## config.mk

```make
export PLATFORM = sky130hd
export DESIGN_NAME = ofcw_isqrt
export DESIGN_NICKNAME = d
export VERILOG_FILES = /design/src/ofcw_isqrt.sv
export SDC_FILE = /design/constraint.sdc
export NUM_CORES = 1
export LEC_CHECK = 0
export ABC_AREA = 1
export BUFFER_PORTS_ARGS = -buffer_cell sky130_fd_sc_hd__buf_2
export CAP_MARGIN = 5
export CORE_UTILIZATION = 40
export CTS_CLUSTER_DIAMETER = 200
export CTS_CLUSTER_SIZE = 40
export DETAILED_ROUTE_END_ITERATION = 6
export HOLD_SLACK_MARGIN = 0.08
export MAX_ROUTING_LAYER = met4
export PLACE_DENSITY = 0.66
export SLEW_MARGIN = 40
export SYNTH_ARGS = -nofsm -noshare
export SYNTH_HDL_FRONTEND = slang
export SYNTH_SLANG_ARGS = --single-unit
```

## constraint.sdc

```tcl
create_clock -name aclk -period 7.25 [get_ports aclk]
set_clock_uncertainty 0.15 [all_clocks]
set_input_delay 1.45 -clock aclk [delete_from_list [all_inputs] [get_ports aclk]]
set_output_delay 1.45 -clock aclk [all_outputs]
set_load 0.005 [all_outputs]
```

## src/ofcw_isqrt.sv

```systemverilog
`default_nettype none
// Pipelined restoring square root, one result bit per stage (17 result bits).
module ofcw_isqrt (
    input  wire logic        aclk,
    input  wire logic        en,
    input  wire logic [33:0] in_n,
    output logic [16:0]      out_r
);
    localparam int STEPS = 17;

    logic [33:0] rem_reg [0:STEPS];
    logic [16:0] root_reg [0:STEPS];

    always_ff @(posedge aclk) begin
        if (en) begin
            rem_reg[0]  <= in_n;
            root_reg[0] <= 17'd0;
        end
    end

    for (genvar i = 0; i < STEPS; i++) begin : g_bit
        localparam int B = STEPS - 1 - i;
        logic [35:0] trial;
        assign trial = ({19'd0, root_reg[i]} << (B + 1)) + (36'd1 << (2 * B));
        always_ff @(posedge aclk) begin
            if (en) begin
                if ({2'b00, rem_reg[i]} >= trial) begin
                    rem_reg[i+1]  <= rem_reg[i] - trial[33:0];
                    root_reg[i+1] <= root_reg[i] | (17'd1 << B);
                end else begin
                    rem_reg[i+1]  <= rem_reg[i];
                    root_reg[i+1] <= root_reg[i];
                end
            end
        end
    end

    assign out_r = root_reg[STEPS];
endmodule
`default_nettype wire

```

== Word level (Yosys, flattened, before mapping) ==
Memories as Yosys holds them, arrays and structs flattened.
Index checks and enable logic that the tools add are counted.

* Flip-flop bits (word level): 0
* Memory bits (writable): 918
* Input bits: 36
* Output and inout port bits: 17
* Word-level logic and storage cells: 225
* Memories: 2

{| class="wikitable"
|+ Memories
! memory !! depth !! bits a word !! rd ports !! clocked after memory_dff !! write ports !! line !! text
|-
| rem_reg || 18 || 34 || 17 || 0 || 18 || 11 || <nowiki>logic [33:0] rem_reg [0:STEPS];</nowiki>
|-
| root_reg || 18 || 17 || 18 || 0 || 18 || 12 || <nowiki>logic [16:0] root_reg [0:STEPS];</nowiki>
|}

* $add $sub $neg: 34
* Magnitude comparators: 17
* Multiplexer cells: 138
* Bitwise logic cells: 34

{| class="wikitable"
|+ Operator list
! operator !! count
|-
| $mux 34 || 17
|-
| $mux 17 || 17
|-
| $mux 1 || 104
|-
| $sub 34x34->34 || 2
|-
| $add 34x33->35 const B || 1
|-
| $ge 34x35->1 || 1
|-
| $add 33x31->34 const B || 1
|-
| $ge 34x19->1 || 1
|-
| $ge 34x20->1 || 1
|-
| $ge 34x21->1 || 1
|-
| $ge 34x22->1 || 1
|-
| $ge 34x23->1 || 1
|-
| $ge 34x24->1 || 1
|-
| $ge 34x25->1 || 1
|-
| $ge 34x26->1 || 1
|-
| $ge 34x27->1 || 1
|-
| $ge 34x28->1 || 1
|-
| $ge 34x29->1 || 1
|-
| $ge 34x30->1 || 1
|-
| $ge 34x31->1 || 1
|-
| $ge 34x32->1 || 1
|-
| $ge 34x33->1 || 1
|-
| $ge 34x34->1 || 1
|-
| $or 1x1->1 || 34
|-
| other kinds (30) || 30
|}

== Longest topological paths before layout ==
Gate-level depths: netlist (run 1).
An unclocked memory read counts as a cell.

* Word-level depth: 7
* Depth in mapped cells: 15
* Depth with buffers taken out: 15

== Worst setup path before layout (run 1) ==
Ideal clock, no wire load.

* Path kind: input to register
* Start: in en
* End: mem rem_reg[12][0], enable pin
* Library setup time: 0.419 ns
* Arrival: 3.145 ns
* Required time: 6.681 ns
* Slack: 3.535 ns
* Stages: 3
* Path buffers: 3
* Path through: buf_4 -> clkbuf_1 -> clkbuf_1

{| class="wikitable"
|+ RTL lines
! what !! line !! text
|-
| start, declared || 5 || <nowiki>input wire logic en,</nowiki>
|-
| end, declared || 11 ||
|}

==> results of run 1 <==
[cell families after synthesis]
group                      count (synthesis)
DFF                                      731
xor gates and xnor gates                 131
buffers and inverters                    795
adders and majority gates                167
and+or+nand+nor                         2346
AOI/OAI and AO/OA                        302
[final timing paths]
check	startpoint	to	slack, ns
setup / recovery	en	rem_reg[13][16]$_DFFE_PP_	3.67
hold / removal	rem_reg[0][31]$_DFFE_PP_	rem_reg[1][31]$_DFFE_PP_	0.24
setup reg to reg	root_reg[4][9]$_SDFFCE_PN1P_	rem_reg[9][17]$_DFFE_PP_	4.10
hold reg to reg	rem_reg[0][31]$_DFFE_PP_	rem_reg[1][31]$_DFFE_PP_	0.24
[per-layer routing]
layer / GRT usage [%] / routed length [um] / vias up
li1: - / - / 14700
met1: 23.2 / 40700 / 13600
met2: 35.9 / 49900 / 655
met3: 1.42 / 3640 / 164
met4: 6.97 / 3780 / 0
met5: - / 0 / -
[through the flow]
stage | hold WS (ns) | worst slack [ns] | total power (W)
6_report | 0.242 | 3.67 | 0.00956
5_1_grt | 0.252 | 3.48 | 0.0101
4_1_cts | 0.240 | 3.74 | 0.00960
3_5_place_dp | 0.255 | 3.04 | 0.00786
3_3_place_gp | 0.252 | 3.07 | 0.00784
2_1_floorplan | 0.250 | 3.54 | 0.00716
[area by class of cell]
| class | count | share of cell area, % |
|---|---|---|
| timing repair buffer | 64 | 0.949 |
| tap | 1287 | 3.82 |
| inverter | 752 | 6.69 |
| clock inverter | 2 | 0.110 |
| sequential | 731 | 52.0 |
| multi-input combinational | 2946 | 35.1 |
| clock buffer | 22 | 1.30 |
[synthesized netlist by cell type (2+ instances only)]
master    count  share of area, %
xnor2_1      54               1.2
nand2_4       3             0.085
nand4_2       2             0.063
nor2_1      460               4.3
a21boi_0      4             0.075
o21ai_2       3             0.066
nand3_2       5              0.13
nand3b_1     32              0.60
a21oi_1     127               1.6
nor3_2        2             0.050
nand2_2       6             0.094
buf_2         6             0.075
ha_1        167               5.2
inv_1       741               7.0
o21ai_0      96               1.2
a31oi_1       5             0.078
clkbuf_1     19              0.18
buf_4        10              0.19
nand3_1     269               3.4
nand2_1    1311                12
and2_1        5             0.078
a21oi_2       6              0.13
and3_1        3             0.047
o211ai_1      4             0.075
buf_6         8              0.23
o21ai_1      33              0.41
o21a_1        4             0.075
nor2_2       18              0.28
nand4_1      97               1.5
nor3_1       69              0.87
nor3b_1       8              0.15
inv_2        10             0.094
nor4_1       28              0.44
edfxtp_1    731                55
xor2_1       77               1.7
o21bai_1     11              0.21
a21o_1        6              0.11
or2_2        22              0.35
[power by group]
group	leakage, nW	switching [W]	total [W]	internal (W)
registers	7.00	0.000339	0.00554	0.00520
logic	11.3	0.00150	0.00225	0.000750
clock network	0.289	0.00120	0.00177	0.000566
total	18.6	0.00304	0.00956	0.00652
[cells in the final DEF (no fill, tap or decap), types with 2 or more instances in the layout]
cell / n
nand3_1: 269
nand2_4: 3
nand4_1: 97
a21oi_1: 127
inv_2: 10
a21oi_2: 6
and3_1: 3
inv_1: 741
nor3b_1: 7
o21ai_2: 3
a31oi_1: 5
o21ai_0: 96
o21a_1: 4
nand3b_1: 32
and2_1: 5
o211ai_1: 4
xnor2_1: 54
o21bai_1: 11
nor2_1: 460
nor3_1: 69
nor4_1: 28
buf_4: 8
or2_2: 22
buf_2: 51
xor2_1: 77
nor3_2: 2
nand4_2: 2
nand3_2: 5
edfxtp_1: 731
a21o_1: 6
a21boi_0: 4
clkbuf_16: 22
nor2_2: 18
ha_1: 167
buf_6: 2
o21ai_1: 33
nand2_2: 6
nand2_1: 1311
==> results by group, run 1 <==
Die
  • Site Rows: 115
  • Die Width: 318 um
  • Initial core utilization: 40.4%
  • Die area: 101000 um2
  • Ports: 53
  • Core Area: 98600 um2
  • Die Ht: 318 um

Clock network
  • Clock Path Buffers: 3
  • CTS H-tree lvls: 1
  • Total CTS buffers: 22
  • Root Driver: clkbuf_16
  • Post-CTS setup buffer count: 0
  • Reg clk slew, reported paths: 0.13 ns
  • CTS Hold Buffers Added: 0
  • Post-cts sizing count: 0
  • Clock tree from TritonCTS: built
  • Clock latency on the worst-skew pair: 0.66 ns
  • CTS Sinks: 731

Critical path
  • Crit path depth: 10
  • WP buf/inv: 4
  • CP Max Fanout: 81
  • Critical path arrival: 3.81 ns
  • Crit-path most repeated cell: inv_2
  • CP Cell Sequence: buf_8, inv_1, nor3_1, nand3_1, nor2_1, nand2_1, inv_2, nand2_2, inv_2, o21ai_0
  • Worst reg-to-reg path cell count: 10
  • CP Capture Type: flop
  • Worst Path Required: 7.48 ns
  • Cell family with most CP delay: buffers and inverters
  • Worst Path Class, Setup: input pin to flop
  • CP Launch Type: input pin
  • Largest incremental delay on the critical path: 0.53 ns
  • Slowest cell on the critical path: inv_1

Logic synthesis
  • Main combinational cell family by area after synthesis: simple AND/OR/NAND/NOR gates
  • Synth Area in XOR/XNOR: 2.88%
  • Syn nets: 4675
  • Post-synth cell types: 48
  • Async set-or-reset flop fraction in the synthesized netlist: 0%
  • Post-Synth Simple-Gate Area: 24.9%
  • Adder-Cell Fraction of Synth Area: 5.24%
  • FF+latch count, synth: 731
  • Mux cell area share after synthesis: 0%
  • EDFF count, synth: 731
  • Post-Syn Instances: 4472
  • Synth warnings: 0
  • Post-Syn Area: 39900 um2
  • Top FF cell, synth: edfxtp_1
  • Sequential area share after synthesis: 55.1%
  • Mean Syn Cell Area: 8.91 um2
  • Synth Area in Compound Gates: 4.13%

Routing
  • First DRT Iteration DRCs: 2316
  • # DRC: 1
  • Vias per inst: 5.01
  • ANT nets after route: 0
  • WL per Instance: 16.9 um
  • WL final: 98000 um
  • Overall via count from detail_route: 29100
  • Pre-Repair DR Iteration Count: 7

Job
  • Max Cap Violations: 0

Final layout
  • Area grow syn2layout: 5.89%
  • Non-filler cells, final: 5804
  • Fin area: 42200 um2
  • Nets: 4720
  • Filler cells: 9600
  • Area occupied by multi-input gates: 14800 um2
  • Reg area: 22000 um2
  • Fin util: 42.8%
  • Fraction of layout cells with a size suffix above 1: 3.76%
  • Max reg flops: 578
  • N_diodes: 0

Worst hold path
  • Tightest Hold Check Type: flop to flop
  • Hold Path Depth: 0

Status
  • Status: finished with violations
  • Failing checks: design-rule violations

Timing
  • Hold Vio Cnt, Final: 0
  • Achievable clock frequency: 280 MHz
  • Worst-Margin Slew: 0.921 ns
  • Crit path time final: 3.58 ns
  • Final setup fails: 0
  • Worst rel slew slack: 37.9%
  • RSZ-0062 raised after global routing: false
  • Setup TNS: 0 ns
  • Final Cycle Share: 49.3%
  • Final Max Slew Viols: 0

Placement
  • Placed cell areas: 41600 um2
  • Placed insts: 5780
  • Port Buffers: 52
  • RePlAce Congestion: 0.997
  • DP HPWL: 79100 um

Global routing
  • Pin count of the biggest net entering global routing: 108
  • Gr usage total: 19.9%
  • Initial antenna violation count: 0
  • Grt total ovfl: 0
  • Global-route wire length before repair: 154000 um
  • Number of global-route vias before repair: 28600

Power and ir drop
  • Leakage: 18.6 nW
  • Power Density: 227 nW/um2
  • VDD IR max: 0.205 mV
No activity file was read; power rests on OpenSTA's default activity.
==> run 2, diff against run 1 <==
==> constraint.sdc (replaced) <==
create_clock -name aclk -period 3.35 [get_ports aclk]
set_clock_uncertainty 0.15 [all_clocks]
set_input_delay 0.67 -clock aclk [delete_from_list [all_inputs] [get_ports aclk]]
set_output_delay 0.67 -clock aclk [all_outputs]
set_load 0.005 [all_outputs]
==> run 2 against run 1 <==
Compared with the run above: the flow now finishes without violations; die area did not move; register-to-register slack got worse by 3.8 ns; first-iteration DRC count fell by 14%; hold slack got worse by 0.041 ns; via count barely moved; worst setup slack got worse by 3.4 ns; cell count rose by 1.0%; combinational power rose by 120%; final area rose by 1.4%; non-clock buffer count rose by 58; largest power group unchanged; highest routed layer unchanged.
==> results by group, run 2 (synthesis gave the netlist of run 1 again) <==
Placement
  • RePlAce Congestion: 0.996
  • Placed insts: 5803
  • DP HPWL: 82600 um
  • Port Buffers: 52

Routing
  • Vias per inst: 4.96
  • WL final: 102000 um
  • Met1 WL: 38900 um
  • ANT nets after route: 0
  • Top routing layer used: met4
  • WL per Instance: 17.4 um
  • Routed met2 length: 55100 um
  • # DRC: 0
  • Met3 routed wirelength: 2850 um
  • Overall via count from detail_route: 29100
  • Pre-Repair DR Iteration Count: 7
  • First DRT Iteration DRCs: 1985

Power and ir drop
  • Clock group share of total power: 18.8%
  • Leakage: 18.9 nW
  • Power Density: 487 nW/um2
  • P_sw: 0.00667 W
  • Part of the power in registers: 57.2%
  • Comb power frac: 24.1%
  • VDD IR max: 0.623 mV
  • Int Power: 0.0142 W
  • Switching share of power: 32.0%

Die
  • Ports: 53
  • Die area: 101000 um2
  • Die Ht: 318 um
  • Core Area: 98600 um2
  • Site Rows: 115
  • Die Width: 318 um
  • Initial core utilization: 40.4%

Final layout
  • Commonest non-fill, non-tap cell in the layout: nand2_1
  • Non-filler cells, final: 5864
  • Max reg flops: 578
  • Nets: 4778
  • Fraction of layout cells with a size suffix above 1: 4.26%
  • Area grow syn2layout: 7.35%
  • Commonest cells after routing, fill and taps aside: 1311 x nand2_1, 741 x inv_1, 731 x edfxtp_1, 460 x nor2_1, 269 x nand3_1

Timing
  • Worst-Margin Slew: 0.718 ns
  • Final Cycle Share: 90.6%
  • Achievable clock frequency: 330 MHz
  • Final setup fails: 0
  • Worst rel slew slack: 52.1%
  • Final Max Slew Viols: 0
  • RSZ-0062 raised after global routing: false
  • Setup TNS: 0 ns
  • Hold Vio Cnt, Final: 0
  • Crit path time final: 3.03 ns

Critical path
  • CP Launch Type: flop
  • Critical path arrival: 3.28 ns
  • Worst Path Class, Setup: flop to flop
  • Worst Path Required: 3.59 ns
  • CP Max Fanout: 18
  • CP Capture Type: flop

Global routing
  • Pin count of the biggest net entering global routing: 165
  • Gr usage total: 20.7%
  • Grt total ovfl: 0
  • Initial antenna violation count: 1
  • Global-route wire length before repair: 158000 um
  • Number of global-route vias before repair: 29200

Clock network
  • CTS Sinks: 731
  • CTS H-tree lvls: 1
  • Root Driver: clkbuf_16
  • Reg clk slew, reported paths: 0.16 ns
  • Total CTS buffers: 22
  • Clock Path Buffers: 3
  • Post-cts sizing count: 0
  • Clock tree from TritonCTS: built
  • Post-CTS setup buffer count: 0
  • Clock latency on the worst-skew pair: 0.66 ns

Job
  • Max Cap Violations: 0

Status
  • Status: finished clean

Worst hold path
  • Tightest Hold Check Type: input pin to flop
-- run 2: cell types whose count changed in the layout (fill, tap and decap cells not counted) --
cell,previous run,this run
dlygate4sd3_1,0,34
inv_12,0,2
buf_4,8,30
nor3b_2,1,0
buf_6,2,0
nor3b_1,7,8
nor3_1,69,68
diode_2,0,1
clkinv_8,1,0
nor3_2,2,3
buf_12,1,5
-- run 2: timing repair --
action                     4_1_cts  5_1_grt
hold endpoints to repair        34        0
hold buffers                    34        0
setup endpoints to repair        0        0
-- run 2: layout make-up --
| type | count | area, um2 |
|---|---|---|
| Sequential cell | 731 | 22000 |
| Clock inverter | 3 | 62.6 |
| Antenna cell | 1 | 2.50 |
| Tap cell | 1287 | 1610 |
| Inverter | 752 | 2830 |
| Clock buffer | 22 | 551 |
| Fill cell | 9548 | 55800 |
| Timing Repair Buffer | 122 | 963 |
| Multi-Input combinational cell | 2946 | 14800 |
-- run 2: metal layers --
metal | up-vias | track usage [%]
met2 | 617 | 39.8
li1 | 14800 | -
met1 | 13500 | 21.2
met3 | 209 | 1.43
met5 | - | -
met4 | 0 | 9.81
-- run 2: critical path, stage by stage (launching register included) --
cell	delay, ns
edfxtp_1	0.49
inv_1	0.07
ha_1	0.36
nand2_1	0.11
nor2_1	0.16
inv_1	0.08
nor2_1	0.08
nand2_1	0.06
nand3_2	0.12
nand2_1	0.09
nand2_2	0.29
inv_2	0.21
o21ai_0	0.48
-- run 2: path summary, 6_finish.rpt --
path                                                start  slack, ns  depth (start not counted)                         to
worst max-delay path            root_reg[6][10]$_DFFE_PP_       0.32                         12  rem_reg[13][16]$_DFFE_PP_
worst min-delay path                                   en       0.20                          1   rem_reg[8][33]$_DFFE_PP_
worst max register to register  root_reg[6][10]$_DFFE_PP_       0.32                         12  rem_reg[13][16]$_DFFE_PP_
worst min register to register    rem_reg[0][7]$_DFFE_PP_       0.28                          0    rem_reg[1][7]$_DFFE_PP_
-- run 2: stage by stage --
| stage | setup WS [ns] | hold slack, ns | instance area (um2) | utilization (%) | total power, W |
|---|---|---|---|---|---|
| after floorplan | 0.415 | 0.250 | 39900 | - | 0.0155 |
| after global placement | 0.389 | 0.251 | 41800 | 42.4 | 0.0170 |
| after detailed placement | 0.420 | 0.255 | 41800 | 42.4 | 0.0171 |
| after CTS | 0.382 | 0.176 | 42800 | 43.4 | 0.0209 |
| after global routing | 0.194 | 0.169 | 42800 | 43.4 | 0.0220 |
| final | 0.316 | 0.201 | 42800 | 43.4 | 0.0208 |
-- run 2: power by group through the flow --
stage	Combinational (W)	Clock, W	Sequential, W
after floorplan	0.00367	0	0.0118
after CTS	0.00501	0.00401	0.0119
final	0.00501	0.00391	0.0119
after global routing	0.00570	0.00426	0.0120
after global placement	0.00492	0	0.0121
after detailed placement	0.00496	0	0.0121
==> run 3, diff against run 2 <==
--- a/config.mk
+++ b/config.mk
@@ -8,13 +8,14 @@
 export ABC_AREA = 1
 export BUFFER_PORTS_ARGS = -buffer_cell sky130_fd_sc_hd__buf_2
 export CAP_MARGIN = 5
+export CORE_MARGIN = 5
 export CORE_UTILIZATION = 40
 export CTS_CLUSTER_DIAMETER = 200
 export CTS_CLUSTER_SIZE = 40
 export DETAILED_ROUTE_END_ITERATION = 6
 export HOLD_SLACK_MARGIN = 0.08
 export MAX_ROUTING_LAYER = met4
-export PLACE_DENSITY = 0.66
+export PLACE_DENSITY = 0.54
 export SLEW_MARGIN = 40
 export SYNTH_ARGS = -nofsm -noshare
 export SYNTH_HDL_FRONTEND = slang
==> run 3 against run 2 <==
Compared with the run above: hold slack better by 0.076 ns; via count shrank 0.41%; global-route usage rose by 0.081 points; clock power about the same; non-clock buffer count down 7; routed wire length grew 6.9%; largest cell class unchanged; utilization shrank 0.13 points; cell count shrank 0.14%; final area shrank 0.15%; register-to-register slack improved by 0.16 ns.
==> results by group, run 3 (synthesis gave the netlist of run 1 again) <==
Clock network
  • Total CTS buffers: 22
  • Post-cts sizing count: 0
  • Root Driver: clkbuf_16
  • Clock latency on the worst-skew pair: 0.67 ns
  • CTS Sinks: 731
  • Clock tree from TritonCTS: built
  • Reg clk slew, reported paths: 0.15 ns
  • Post-CTS setup buffer count: 0
  • Clock Path Buffers: 3
  • CTS H-tree lvls: 1

Routing
  • Vias per inst: 4.95
  • # DRC: 0
  • WL per Instance: 18.7 um
  • ANT nets after route: 0
  • WL final: 109000 um
  • Pre-Repair DR Iteration Count: 7
  • Overall via count from detail_route: 29000
  • First DRT Iteration DRCs: 2151

Critical path
  • Worst R2R Start: root_reg[7][7]$_DFFE_PP_
  • Critical path arrival: 3.11 ns
  • R2R Path End: rem_reg[15][8]$_DFFE_PP_
  • CP Capture Type: flop
  • CP Launch Type: flop
  • Worst reg-to-reg path cell count: 13
  • Worst Path Class, Setup: flop to flop
  • CP Max Fanout: 25
  • R2R setup slack: 0.48 ns
  • Worst Path Required: 3.59 ns

Job
  • Max Cap Violations: 0

Timing
  • Final Max Slew Viols: 0
  • Final Cycle Share: 85.7%
  • Achievable clock frequency: 348 MHz
  • Hold Worst Slack: 0.277 ns
  • Worst-Margin Slew: 0.792 ns
  • Final setup fails: 0
  • RSZ-0062 raised after global routing: false
  • Worst rel slew slack: 46.7%
  • Crit path time final: 2.87 ns
  • Final worst slack: 0.479 ns
  • Hold Vio Cnt, Final: 0
  • Setup TNS: 0 ns

Power and ir drop
  • Power Density: 492 nW/um2
  • Leakage: 18.8 nW
  • Power, Total: 0.0210 W
  • VDD IR max: 0.457 mV

Global routing
  • Initial antenna violation count: 0
  • Grt total ovfl: 0
  • Global-route wire length before repair: 167000 um
  • Gr usage total: 20.8%
  • Pin count of the biggest net entering global routing: 136
  • Number of global-route vias before repair: 28400

Die
  • Die Ht: 326 um
  • Initial core utilization: 40.4%
  • Die Width: 326 um
  • Die area: 106000 um2
  • Ports: 53
  • Site Rows: 115
  • Core Area: 98700 um2

Placement
  • Setup WS pre-CTS: 0.409 ns
  • DP HPWL: 88200 um
  • RePlAce Congestion: 0.977
  • Port Buffers: 52

Worst hold path
  • Hold path startpoint: rem_reg[0][4]$_DFFE_PP_
  • Hold EP: rem_reg[1][4]$_DFFE_PP_
  • Hold Path Depth: 0
  • Tightest Hold Check Type: flop to flop

Final layout
  • Commonest non-fill, non-tap cell in the layout: nand2_1
  • Commonest cells after routing, fill and taps aside: 1311 x nand2_1, 741 x inv_1, 731 x edfxtp_1, 460 x nor2_1, 269 x nand3_1
  • Filler cells: 9700
  • Fraction of layout cells with a size suffix above 1: 4.11%
  • Max reg flops: 578
  • Area grow syn2layout: 7.19%
  • Nets: 4771
  • N_diodes: 0
  • Fin util: 43.3%

Status
  • Status: finished clean
-- run 3: cell types whose count changed in the layout (fill, tap and decap cells not counted), sizes merged --
| cell | previous run | this run |
|---|---|---|
| clkinv | 1 | 3 |
| buf | 88 | 81 |
| inv | 754 | 752 |
| diode | 1 | 0 |
-- run 3: worst max-delay path by stage --
| stage | slack (ns) | startpoint | end |
|---|---|---|---|
| after floorplan | 0.42 | en | rem_reg[12][0]$_DFFE_PP_ |
| after global placement | 0.44 | en | rem_reg[16][18]$_DFFE_PP_ |
| after detailed placement | 0.41 | en | rem_reg[16][18]$_DFFE_PP_ |
| after CTS | 0.48 | root_reg[7][7]$_DFFE_PP_ | rem_reg[15][8]$_DFFE_PP_ |
| after global routing | 0.29 | rem_reg[15][17]$_DFFE_PP_ | rem_reg[16][18]$_DFFE_PP_ |
| final | 0.48 | root_reg[7][7]$_DFFE_PP_ | rem_reg[15][8]$_DFFE_PP_ |
-- run 3: area by class of cell --
| cell class | count | area (um2) | share of cell area, % |
|---|---|---|---|
| Sequential cell | 731 | 22000 | 51.4 |
| Tap cell | 1287 | 1610 | 3.77 |
| Clock buffer | 22 | 551 | 1.29 |
| Timing Repair Buffer | 115 | 895 | 2.09 |
| Multi-Input combinational cell | 2946 | 14800 | 34.7 |
| Clock inverter | 3 | 68.8 | 0.161 |
| Inverter | 752 | 2830 | 6.61 |
-- run 3: layer usage --
layer | global-route usage (%) | wire length, um | vias to the layer above
li1 | - | - | 14800
met1 | 25.0 | 46400 | 13500
met2 | 37.4 | 55400 | 526
met3 | 1.42 | 2990 | 159
met4 | 6.85 | 4500 | 0
met5 | - | 0 | -
-- run 3: repair_timing --
item / CTS / global route
setup endpoints to repair: 0 / 0
hold buffers: 34 / 0
hold endpoints to repair: 34 / 0
-- run 3: power by group --
part           total [W]  switching (W)  internal [W]
Clock            0.00392        0.00268       0.00124
Combinational    0.00507        0.00340       0.00167
Sequential        0.0120       0.000777        0.0113
Total             0.0210        0.00686        0.0142
-- run 3: worst max-delay path: stages, from the launching register on --
cell	delay (ns)
edfxtp_1	0.56
inv_1	0.08
ha_1	0.37
nand2_1	0.10
inv_2	0.07
nand2_1	0.08
nor3_1	0.20
nand2_1	0.08
nand2_1	0.14
nand2_1	0.13
nand2_4	0.30
inv_4	0.15
nand2_1	0.08
nand2_1	0.11
-- run 3: through the flow --
step | instances | instance area (um2)
4_1_cts | 5856 | 42700
6_report | 5856 | 42700
5_1_grt | 5856 | 42700
3_5_place_dp | 5797 | 41800
2_1_floorplan | 4472 | 39900
3_3_place_gp | 5797 | 41800
